--- src/sv/descriptor_range_free_list_allocator_defines.svh ---
// Assertion macros used by the allocator back end.
`ifndef DESCRIPTOR_RANGE_FREE_LIST_ALLOCATOR_DEFINES_SVH
`define DESCRIPTOR_RANGE_FREE_LIST_ALLOCATOR_DEFINES_SVH

// Check a property on every rising clock edge outside reset.
`define DRFA_ASSERT(lbl, prop, msg) \
  lbl: assert property (@(posedge clk_i) disable iff (!rst_ni) (prop)) else $error(msg);

// Check that an antecedent implies a consequent in the same cycle.
`define DRFA_ASSERT_IMP(lbl, ante, cons, msg) \
  lbl: assert property (@(posedge clk_i) disable iff (!rst_ni) (ante) |-> (cons)) \
    else $error(msg);

`endif

--- src/sv/drfa_pkg.sv ---
// Types and codes shared by the range free-list allocator modules.
package drfa_pkg;

  typedef enum logic [1:0] {
    OP_ALLOC    = 2'd0,
    OP_FREE     = 2'd1,
    OP_FREE_NOP = 2'd2,
    OP_BAD_HEAP = 2'd3
  } op_e;

  typedef enum logic [1:0] {
    ST_OK       = 2'd0,
    ST_NO_HEAP  = 2'd1,
    ST_FULL     = 2'd2,
    ST_BAD_HEAP = 2'd3
  } status_e;

  typedef enum logic [2:0] {
    S_INIT,
    S_IDLE,
    S_ACHK,
    S_SRD,
    S_SWR,
    S_FRD,
    S_FCHK
  } state_e;

  localparam int unsigned SlotW   = 8;
  localparam int unsigned HeapW   = 2;
  localparam int unsigned StrideW = 7;
  localparam int unsigned OffW    = 14;

  typedef struct packed {
    op_e              op;
    logic [SlotW-1:0] slot;
    logic [HeapW-1:0] heap;
  } cmd_t;

  typedef struct packed {
    logic valid;
    cmd_t cmd;
  } queue_out_t;

  typedef struct packed {
    logic pop;
    logic init;
  } back_ctl_t;

endpackage

--- src/sv/drfa_ram.sv ---
// Generic single-write, single-read RAM with registered read data.
module drfa_ram #(
  parameter int unsigned WIDTH = 18,
  parameter int unsigned DEPTH = 64
) (
  input  logic                     clk_i,
  input  logic                     we_i,
  input  logic [$clog2(DEPTH)-1:0] waddr_i,
  input  logic [WIDTH-1:0]         wdata_i,
  input  logic [$clog2(DEPTH)-1:0] raddr_i,
  output logic [WIDTH-1:0]         rdata_o
);

  logic [WIDTH-1:0] mem_q [DEPTH];
  logic [WIDTH-1:0] rdata_q;

  always_ff @(posedge clk_i) begin
    if (we_i) begin
      mem_q[waddr_i] <= wdata_i;
    end
    rdata_q <= mem_q[raddr_i];
  end

  assign rdata_o = rdata_q;

endmodule

--- src/sv/drfa_front.sv ---
// Front end: take commands, classify them and hold them in a two-entry queue.
module drfa_front import drfa_pkg::*; #(
  parameter int unsigned HEAP_SLOTS = 256,
  parameter int unsigned MAX_HEAPS  = 4
) (
  input  logic             clk_i,
  input  logic             rst_ni,
  input  logic             start,
  output logic             busy,
  input  logic             command_i,
  input  logic [SlotW-1:0] slot_i,
  input  logic [HeapW-1:0] heap_i,
  output queue_out_t       q_o,
  input  back_ctl_t        ctl_i
);

  logic       wr_ptr_q, wr_ptr_d, rd_ptr_q, rd_ptr_d;
  logic [1:0] fill_q, fill_d;
  cmd_t       buf_q [2];
  cmd_t       cmd_in;
  logic       push, pop;

  always_comb begin
    cmd_in.slot = slot_i;
    cmd_in.heap = heap_i;
    if (!command_i) begin
      cmd_in.op = OP_ALLOC;
    end else if (32'(heap_i) >= MAX_HEAPS) begin
      cmd_in.op = OP_BAD_HEAP;
    end else if (32'(slot_i) >= HEAP_SLOTS) begin
      cmd_in.op = OP_FREE_NOP;
    end else begin
      cmd_in.op = OP_FREE;
    end
  end

  assign busy = (fill_q == 2'd2) || ctl_i.init;
  assign push = start && !busy;
  assign pop  = ctl_i.pop && (fill_q != 2'd0);

  always_comb begin
    wr_ptr_d = push ? ~wr_ptr_q : wr_ptr_q;
    rd_ptr_d = pop ? ~rd_ptr_q : rd_ptr_q;
    fill_d   = 2'(fill_q + {1'b0, push} - {1'b0, pop});
  end

  always_ff @(posedge clk_i or negedge rst_ni) begin
    if (!rst_ni) begin
      wr_ptr_q <= 1'b0;
      rd_ptr_q <= 1'b0;
      fill_q   <= 2'd0;
    end else begin
      wr_ptr_q <= wr_ptr_d;
      rd_ptr_q <= rd_ptr_d;
      fill_q   <= fill_d;
    end
  end

  always_ff @(posedge clk_i) begin
    if (push) begin
      buf_q[wr_ptr_q] <= cmd_in;
    end
  end

  assign q_o.valid = (fill_q != 2'd0);
  assign q_o.cmd   = buf_q[rd_ptr_q];

endmodule

--- src/sv/drfa_back.sv ---
// Back end: execute allocate and free commands against the range tables.
`include "descriptor_range_free_list_allocator_defines.svh"
module drfa_back import drfa_pkg::*; #(
  parameter int unsigned HEAP_SLOTS = 256,
  parameter int unsigned MAX_HEAPS  = 4,
  parameter int unsigned MAX_RANGES = 16
) (
  input  logic               clk_i,
  input  logic               rst_ni,
  input  queue_out_t         q_i,
  output back_ctl_t          ctl_o,
  input  logic [StrideW-1:0] stride_i,
  output logic               done_o,
  output status_e            status_o,
  output logic [HeapW-1:0]   heap_index_o,
  output logic [SlotW-1:0]   slot_index_o,
  output logic [OffW-1:0]    handle_offset_o
);

  localparam int unsigned W     = $clog2(HEAP_SLOTS + 1);
  localparam int unsigned HW    = (MAX_HEAPS > 1) ? $clog2(MAX_HEAPS) : 1;
  localparam int unsigned RI    = $clog2(MAX_RANGES);
  localparam int unsigned CW    = $clog2(MAX_RANGES + 1);
  localparam int unsigned OW    = $clog2(MAX_HEAPS + 1);
  localparam int unsigned DEPTH = MAX_HEAPS * MAX_RANGES;
  localparam int unsigned AW    = $clog2(DEPTH);
  localparam int unsigned PW    = (W + StrideW > OffW) ? W + StrideW : OffW;

  state_e          state_q, state_d;
  logic [CW-1:0]   cnt_q [MAX_HEAPS];
  logic [CW-1:0]   cnt_d [MAX_HEAPS];
  logic [OW-1:0]   open_q, open_d;
  logic [HW-1:0]   h_q, h_d;
  logic [CW-1:0]   idx_q, idx_d;
  logic [W-1:0]    slot_q, slot_d;
  logic            res_vld_q, res_vld_d;
  status_e         res_st_q, res_st_d;
  logic [HeapW-1:0] res_h_q, res_h_d;
  logic [SlotW-1:0] res_s_q, res_s_d;
  logic [OffW-1:0] res_off_q, res_off_d;

  logic            we;
  logic [AW-1:0]   waddr, raddr;
  logic [2*W-1:0]  wdata, rdata;
  logic [W-1:0]    rd_b, rd_e;
  logic            found;
  logic [HW-1:0]   f_h;
  logic [W-1:0]    fin_slot;
  logic [PW-1:0]   prod;
  logic [HW-1:0]   q_h;
  logic [CW-1:0]   idx_m1;

  function automatic logic [AW-1:0] addr_of(logic [HW-1:0] h, logic [RI-1:0] i);
    addr_of = AW'(32'(h) * MAX_RANGES + 32'(i));
  endfunction

  drfa_ram #(.WIDTH(2 * W), .DEPTH(DEPTH)) u_ram (
    .clk_i   (clk_i),
    .we_i    (we),
    .waddr_i (waddr),
    .wdata_i (wdata),
    .raddr_i (raddr),
    .rdata_o (rdata)
  );

  assign rd_b   = rdata[2*W-1:W];
  assign rd_e   = rdata[W-1:0];
  assign q_h    = HW'(32'(q_i.cmd.heap));
  assign idx_m1 = CW'(idx_q - 1'b1);

  // First open heap with a non-empty table.
  always_comb begin
    found = 1'b0;
    f_h   = '0;
    for (int h = MAX_HEAPS - 1; h >= 0; h--) begin
      if (32'(h) < 32'(open_q) && cnt_q[h] != '0) begin
        found = 1'b1;
        f_h   = HW'(h);
      end
    end
  end

  always_comb begin
    state_d   = state_q;
    cnt_d     = cnt_q;
    open_d    = open_q;
    h_d       = h_q;
    idx_d     = idx_q;
    slot_d    = slot_q;
    res_vld_d = 1'b0;
    res_st_d  = res_st_q;
    res_h_d   = res_h_q;
    res_s_d   = res_s_q;
    fin_slot  = '0;
    we        = 1'b0;
    waddr     = '0;
    wdata     = '0;
    raddr     = addr_of(h_q, idx_q[RI-1:0]);
    ctl_o.pop = 1'b0;
    ctl_o.init = (state_q == S_INIT);

    case (state_q)
      S_INIT: begin
        we      = 1'b1;
        waddr   = '0;
        wdata   = {W'(0), W'(HEAP_SLOTS)};
        state_d = S_IDLE;
      end
      S_IDLE: begin
        if (q_i.valid) begin
          ctl_o.pop = 1'b1;
          case (q_i.cmd.op)
            OP_ALLOC: begin
              if (found) begin
                h_d     = f_h;
                raddr   = addr_of(f_h, '0);
                state_d = S_ACHK;
              end else if (32'(open_q) >= MAX_HEAPS) begin
                res_vld_d = 1'b1;
                res_st_d  = ST_NO_HEAP;
                res_h_d   = '0;
              end else begin
                // Open the next heap and hand out its slot zero.
                we        = 1'b1;
                waddr     = addr_of(HW'(open_q), '0);
                wdata     = {W'(1), W'(HEAP_SLOTS)};
                cnt_d[HW'(open_q)] = CW'(1);
                open_d    = OW'(open_q + 1'b1);
                res_vld_d = 1'b1;
                res_st_d  = ST_OK;
                res_h_d   = HeapW'(open_q);
              end
            end
            default: begin
              if (q_i.cmd.op == OP_BAD_HEAP || 32'(q_i.cmd.heap) >= 32'(open_q)) begin
                res_vld_d = 1'b1;
                res_st_d  = ST_BAD_HEAP;
                res_h_d   = '0;
              end else if (q_i.cmd.op == OP_FREE_NOP) begin
                res_vld_d = 1'b1;
                res_st_d  = ST_OK;
                res_h_d   = '0;
              end else begin
                h_d     = q_h;
                slot_d  = W'(q_i.cmd.slot);
                idx_d   = '0;
                state_d = S_FRD;
              end
            end
          endcase
        end
      end
      S_ACHK: begin
        if ((W + 1)'(rd_b) + 1'b1 < (W + 1)'(rd_e)) begin
          we        = 1'b1;
          waddr     = addr_of(h_q, '0);
          wdata     = {W'(rd_b + 1'b1), rd_e};
          res_vld_d = 1'b1;
          res_st_d  = ST_OK;
          res_h_d   = HeapW'(h_q);
          fin_slot  = rd_b;
          state_d   = S_IDLE;
        end else begin
          // Front range is used up: shift the rest of the table down.
          slot_d  = rd_b;
          idx_d   = CW'(1);
          state_d = S_SRD;
        end
      end
      S_SRD: begin
        if (idx_q < cnt_q[h_q]) begin
          state_d = S_SWR;
        end else begin
          cnt_d[h_q] = CW'(cnt_q[h_q] - 1'b1);
          res_vld_d  = 1'b1;
          res_st_d   = ST_OK;
          res_h_d    = HeapW'(h_q);
          fin_slot   = slot_q;
          state_d    = S_IDLE;
        end
      end
      S_SWR: begin
        we      = 1'b1;
        waddr   = addr_of(h_q, idx_m1[RI-1:0]);
        wdata   = rdata;
        idx_d   = CW'(idx_q + 1'b1);
        state_d = S_SRD;
      end
      S_FRD: begin
        if (idx_q < cnt_q[h_q]) begin
          state_d = S_FCHK;
        end else if (32'(cnt_q[h_q]) >= MAX_RANGES) begin
          res_vld_d = 1'b1;
          res_st_d  = ST_FULL;
          res_h_d   = '0;
          state_d   = S_IDLE;
        end else begin
          // Append a one-slot range.
          we         = 1'b1;
          waddr      = addr_of(h_q, cnt_q[h_q][RI-1:0]);
          wdata      = {slot_q, W'(slot_q + 1'b1)};
          cnt_d[h_q] = CW'(cnt_q[h_q] + 1'b1);
          res_vld_d  = 1'b1;
          res_st_d   = ST_OK;
          res_h_d    = '0;
          state_d    = S_IDLE;
        end
      end
      S_FCHK: begin
        if (W'(slot_q + 1'b1) == rd_b) begin
          we        = 1'b1;
          waddr     = addr_of(h_q, idx_q[RI-1:0]);
          wdata     = {slot_q, rd_e};
          res_vld_d = 1'b1;
          res_st_d  = ST_OK;
          res_h_d   = '0;
          state_d   = S_IDLE;
        end else if (slot_q == rd_e) begin
          we        = 1'b1;
          waddr     = addr_of(h_q, idx_q[RI-1:0]);
          wdata     = {rd_b, W'(slot_q + 1'b1)};
          res_vld_d = 1'b1;
          res_st_d  = ST_OK;
          res_h_d   = '0;
          state_d   = S_IDLE;
        end else begin
          idx_d   = CW'(idx_q + 1'b1);
          state_d = S_FRD;
        end
      end
      default: begin
        state_d = S_IDLE;
      end
    endcase

    prod      = PW'(fin_slot) * PW'(stride_i);
    res_off_d = prod[OffW-1:0];
    res_s_d   = SlotW'(fin_slot);
  end

  always_ff @(posedge clk_i or negedge rst_ni) begin
    if (!rst_ni) begin
      state_q   <= S_INIT;
      open_q    <= OW'(1);
      res_vld_q <= 1'b0;
      for (int h = 0; h < MAX_HEAPS; h++) begin
        cnt_q[h] <= (h == 0) ? CW'(1) : '0;
      end
    end else begin
      state_q   <= state_d;
      open_q    <= open_d;
      res_vld_q <= res_vld_d;
      cnt_q     <= cnt_d;
    end
  end

  always_ff @(posedge clk_i) begin
    h_q       <= h_d;
    idx_q     <= idx_d;
    slot_q    <= slot_d;
    res_st_q  <= res_st_d;
    res_h_q   <= res_h_d;
    res_s_q   <= res_s_d;
    res_off_q <= res_off_d;
  end

  assign done_o          = res_vld_q;
  assign status_o        = res_st_q;
  assign heap_index_o    = res_h_q;
  assign slot_index_o    = res_s_q;
  assign handle_offset_o = res_off_q;

  `DRFA_ASSERT(a_open_range, (open_q >= OW'(1)) && (32'(open_q) <= MAX_HEAPS),
               "open heap count out of range")
  `DRFA_ASSERT_IMP(a_done_idle, res_vld_q, state_q == S_IDLE,
                   "result shown while a command is still in flight")
  `DRFA_ASSERT_IMP(a_chk_after_rd, state_q == S_FCHK, $past(state_q) == S_FRD,
                   "range compare without a preceding read")

endmodule

--- src/sv/descriptor_range_free_list_allocator.sv ---
// Top level of the descriptor range free-list allocator.
//
// Commands enter on start/busy: a command is taken at a clock edge with start
// high and busy low. command_i = 0 allocates one slot; command_i = 1 frees
// slot_i of heap heap_i. Each command yields exactly one result, shown for one
// cycle with done_o high: status_o, heap_index_o, slot_index_o and
// handle_offset_o (slot times descriptor stride). The receiver cannot stall,
// so results never back up.
// A front end classifies commands into a two-entry queue; the back end walks
// the range tables in a RAM with one read and one write port. An allocate
// takes the front slot of the first open heap with a non-empty table, else
// opens the next heap or fails if all are open; it shifts the remaining
// ranges down when its front range empties. A free reads the table one entry
// at a time to extend a range, else appends a one-slot range or finds the
// table full; a free rejected on its heap or slot makes no table access.
// Reset opens heap 0 with one full range; a one-cycle initialization pass
// then writes that entry, during which busy is high.
// The stride register is written on cfg_valid_i/cfg_ready_o; the user must
// write it only while idle, which the block does not enforce. cfg_ready_o
// is always high.
module descriptor_range_free_list_allocator import drfa_pkg::*; #(
  parameter int unsigned HEAP_SLOTS = 256,
  parameter int unsigned MAX_HEAPS  = 4,
  parameter int unsigned MAX_RANGES = 16
) (
  input  logic               clk_i,
  input  logic               rst_ni,
  input  logic               start,
  output logic               busy,
  input  logic               command_i,
  input  logic [SlotW-1:0]   slot_i,
  input  logic [HeapW-1:0]   heap_i,
  input  logic               cfg_valid_i,
  output logic               cfg_ready_o,
  input  logic [StrideW-1:0] cfg_data_i,
  output logic               done_o,
  output logic [1:0]         status_o,
  output logic [HeapW-1:0]   heap_index_o,
  output logic [SlotW-1:0]   slot_index_o,
  output logic [OffW-1:0]    handle_offset_o
);

  logic [StrideW-1:0] stride_q;
  queue_out_t         q;
  back_ctl_t          ctl;
  status_e            status;

  // Stride register: take each configuration beat at once.
  assign cfg_ready_o = 1'b1;

  always_ff @(posedge clk_i or negedge rst_ni) begin
    if (!rst_ni) begin
      stride_q <= StrideW'(32);
    end else if (cfg_valid_i && cfg_ready_o) begin
      stride_q <= cfg_data_i;
    end
  end

  drfa_front #(
    .HEAP_SLOTS (HEAP_SLOTS),
    .MAX_HEAPS  (MAX_HEAPS)
  ) u_front (
    .clk_i     (clk_i),
    .rst_ni    (rst_ni),
    .start     (start),
    .busy      (busy),
    .command_i (command_i),
    .slot_i    (slot_i),
    .heap_i    (heap_i),
    .q_o       (q),
    .ctl_i     (ctl)
  );

  drfa_back #(
    .HEAP_SLOTS (HEAP_SLOTS),
    .MAX_HEAPS  (MAX_HEAPS),
    .MAX_RANGES (MAX_RANGES)
  ) u_back (
    .clk_i           (clk_i),
    .rst_ni          (rst_ni),
    .q_i             (q),
    .ctl_o           (ctl),
    .stride_i        (stride_q),
    .done_o          (done_o),
    .status_o        (status),
    .heap_index_o    (heap_index_o),
    .slot_index_o    (slot_index_o),
    .handle_offset_o (handle_offset_o)
  );

  assign status_o = status;

endmodule
--- config.mk ---
export PLATFORM = sky130hd
export DESIGN_NAME = descriptor_range_free_list_allocator
export DESIGN_NICKNAME = d
export VERILOG_FILES = /design/src/sv/drfa_pkg.sv /design/src/sv/drfa_ram.sv /design/src/sv/drfa_front.sv /design/src/sv/drfa_back.sv /design/src/sv/descriptor_range_free_list_allocator.sv
export VERILOG_INCLUDE_DIRS = /design/src /design/src/sv
export SDC_FILE = /design/constraint.sdc
export NUM_CORES = 2
export LEC_CHECK = 0
export BUFFER_PORTS_ARGS = -buffer_cell sky130_fd_sc_hd__buf_2
export CAP_MARGIN = 25
export CORE_MARGIN = 8
export CORE_UTILIZATION = 63
export CTS_CLUSTER_DIAMETER = 60
export DETAILED_ROUTE_END_ITERATION = 16
export MAX_ROUTING_LAYER = met4
export PLACE_DENSITY = 0.79
export SYNTH_ARGS = -nofsm -noshare
export SYNTH_HDL_FRONTEND = slang
export SYNTH_SLANG_ARGS = --single-unit
--- constraint.sdc ---
create_clock -name clk_i -period 8.4 [get_ports clk_i]
set_clock_uncertainty 0.2 [all_clocks]
set_input_delay 0.42 -clock clk_i [delete_from_list [all_inputs] [get_ports clk_i]]
set_output_delay 0.42 -clock clk_i [all_outputs]
set_load 0.005 [all_outputs]
==> flow_metrics.env <==
export IMPL_status="completed"
export IMPL_layout_common_cells="1194 x edfxtp_1, 561 x nor2_1, 404 x a21oi_1, 210 x o21ai_0, 151 x buf_4"
export IMPL_worstPathBufferInverterCount=5
export IMPL_wl_per_cell_um=29.0
export IMPL_cts_buffers=131
export IMPL_setup_violations_final=0
export IMPL_grt_pass1_vias=38500
export IMPL_finalCritPeriodShare_pct=90.0
export IMPL_antenna_found_initial=10
export IMPL_p_switching_mw=9.77
export IMPL_grt_overflow=0
export IMPL_rsz0062_at_grt="false"
export IMPL_worstPathRequired_ns=8.82
export IMPL_synth_edff_count=1194
export IMPL_min_path_type="in -> reg"
export IMPL_rows=110
export IMPL_start_kind="flip-flop"
export IMPL_root_buffer="clkbuf_16"
export IMPL_port_buffer_count=49
export IMPL_ir_worst_vdd_v=0.000430
export IMPL_postRouteWirelength_mm=165
export IMPL_fillCellCount=5759
export IMPL_seqPwrFrac_pct=35.1
export IMPL_grtUsageTotal_pct=33.6
export IMPL_syn_area_per_cell_um2=12.9
export IMPL_leakage_nw=21.7
export IMPL_drive_gt1_share_pct=14.1
export IMPL_cts_clk_slew_worst_paths_ns=0.06
export IMPL_start_util_pct=63.2
export IMPL_hpwlAfterDp_mm=92.7
export IMPL_cts_htree_levels=4
export IMPL_cpMostUsedCell="inv_1"
export IMPL_layout_commonest_cell="edfxtp_1"
export IMPL_final_area_um2=63400
export IMPL_postPlaceCellArea_um2=58700
export IMPL_ctsResizeCount=0
export IMPL_io_pins=51
export IMPL_worstMarginPinSlew_ns=1.11
export IMPL_hold_violations=0
export IMPL_grt_first_pass_wirelength_mm=244
export IMPL_crit_family="adder cells"
export IMPL_switching_share_pct=41.1
export IMPL_synth_distinct_cells=88
export IMPL_synth_fp_nets=4484
export IMPL_syn_area_um2=56600
export IMPL_dieArea_um2=99600
export IMPL_via_per_inst=7.03
export IMPL_fmax_ghz=0.132
export IMPL_yosys_most_used_dff="edfxtp_1"
export IMPL_crit_type="reg -> reg"
export IMPL_cts_buffer_depth=3
export IMPL_dr_pass1_iters=8
export IMPL_slew_viol_final=0
export IMPL_path_max_fanout=9
export IMPL_drc=0
export IMPL_synth_seq_cells=1272
export IMPL_synthCells=4376
export IMPL_crit_path_top_delay_cell="mux4_2"
export IMPL_cts_tree="yes"
export IMPL_die_w_um=316
export IMPL_num_vias=40100
export IMPL_nets=4513
export IMPL_area_growth_pct=12.1
export IMPL_fin_setup_tns_ns=0
export IMPL_power_density_nw_per_um2=375
export IMPL_min_period_ns=7.56
export IMPL_ys_seq_area_share_pct=66.5
export IMPL_fp_dieH_um=316
export IMPL_core_area_um2=89500
export IMPL_p_int_mw=14.0
export IMPL_dp_cells=5411
export IMPL_cts_sinks=1272
export IMPL_worstSetupEndpointType="flip-flop"
export IMPL_final_cells=5698
export IMPL_grt_start_max_net_pins=163
export IMPL_slowest_delay_ns=0.66
export IMPL_max_cap_violations=0
export IMPL_relSlewSlack_pct=23.8
export IMPL_worstPathArrival_ns=7.98
export IMPL_clock_insertion_delay_worst_skew_ns=0.75
export IMPL_power_share_clock_pct=24.1
export IMPL_gp_congestion=0.937
export IMPL_async_flop_share_pct=2.99
export IMPL_drt_first_iter_violations=6279
export IMPL_combPwrFrac_pct=40.8
export IMPL_ant_nets=0
export IMPL_yosys_warnings=0
## timing repair
item,4_1_cts,5_1_grt
endpoints found under the hold margin,66,5
hold buffers,27,1
buffers inserted,0,0
## per-stage QoR
stage | hold WS [ns] | total power, mW | setup slack (ns) | utilization [%]
after floorplan | -0.0756 | 14.3 | 1.17 | -
after global placement | 0.275 | 17.5 | 0.963 | 65.6
after detailed placement | 0.320 | 17.7 | 0.900 | 65.7
after CTS | 0.187 | 23.5 | 0.891 | 70.7
after global routing | 0.207 | 24.5 | 0.398 | 70.9
final | 0.204 | 23.8 | 0.840 | 70.9
## layout make-up
cell class                 instances  area [um^2]  area share [%]
antenna                           12         30.0          0.0474
clock buffer                     158         3450            5.45
clock inverter                    80          752            1.19
inverter                          76          289           0.456
multi-input combinational       2675        17800            28.1
sequential                      1272        37600            59.3
tap                             1176         1470            2.32
timing repair buffer             249         2010            3.17
## flip-flops by register name (all words and copies together), names as in the netlist, 3 cells and up
signal and flops:
stride_q 7, u_back.idx_q 5, u_front.buf_q 22, u_back.state_q 3
u_back.u_ram.rdata_o 18, u_back.slot_q 9, u_back.handle_offset_o 14, u_back.u_ram.mem_q 1152
u_back.slot_index_o 8, u_back.open_q 3, u_back.cnt_q 20
## logic make-up (layout without fill, tap and decap cells)
family                   after synthesis  count (layout)  share of synthesized area [%]
AO/OA/AOI/OAI                       1298            1298                           15.9
XOR/XNOR                              56              56                          0.916
adder cells (fa/ha/maj)               86              86                           2.34
buffers and inverters                429             563                           3.05
flip-flops                          1272            1272                           66.5
multiplexers                         114             114                           2.20
other                                  1              13                        0.00663
AND/OR/NAND/NOR                     1120            1120                           9.14
## Yosys cell counts, types with 27 or more instances
library cell,count,area share [%]
o311a_1,35,0.62
nor2_1,567,3.8
a2111oi_0,36,0.56
ha_1,53,1.2
a31oi_1,27,0.30
fa_1,33,1.2
edfxtp_1,1194,63
nor4_1,66,0.73
clkbuf_1,256,1.7
and2_1,27,0.30
mux2i_1,79,1.4
nor3_1,126,1.1
a21oi_1,404,3.6
xnor2_1,35,0.54
o32a_1,35,0.62
nand3_1,30,0.27
o31ai_1,38,0.50
a211o_1,35,0.54
inv_1,75,0.50
o2111ai_1,56,0.87
nor2b_1,27,0.30
buf_2,53,0.47
o221ai_1,53,0.82
dfxtp_1,40,1.4
buf_1,35,0.23
or2_2,54,0.60
dfrtp_1,35,1.5
nand2_1,124,0.82
a211oi_1,108,1.4
o21ai_0,221,2.0
a2bb2oi_1,40,0.62
mux2_2,29,0.58
## final timing paths
path                             startpoint                    endpoint  slack (ns)  depth (start not counted)
max reg2reg                   u_back.h_q[0]  u_back.handle_offset_o[13]        0.84                         25
max                           u_back.h_q[0]  u_back.handle_offset_o[13]        0.84                         25
max in group asynchronous            rst_ni                 stride_q[5]        7.09                          4
min                               slot_i[2]         u_front.buf_q[0][4]        0.20                          2
min reg2reg                u_front.wr_ptr_q            u_front.wr_ptr_q        0.33                          1
min in group asynchronous            rst_ni            u_back.cnt_q[18]        0.40                          3
## layer usage
layer  routed length, um  track usage (%)  up-vias
met5                   0                -        -
met4                9650             17.8        0
met3               20100             7.87      573
met2               76400             51.0     3060
met1               59000             42.2    19400
li1                    -                -    17100
## power by group through the flow
stage,registers [mW],clock network [mW],logic (mW)
floorplan,8.32,0,5.97
global placement,8.46,0,9.08
detailed placement,8.47,0,9.27
CTS,8.35,5.76,9.35
global route,8.40,5.99,10.1
finish,8.36,5.74,9.69
No activity file was read; power rests on OpenSTA's default activity.
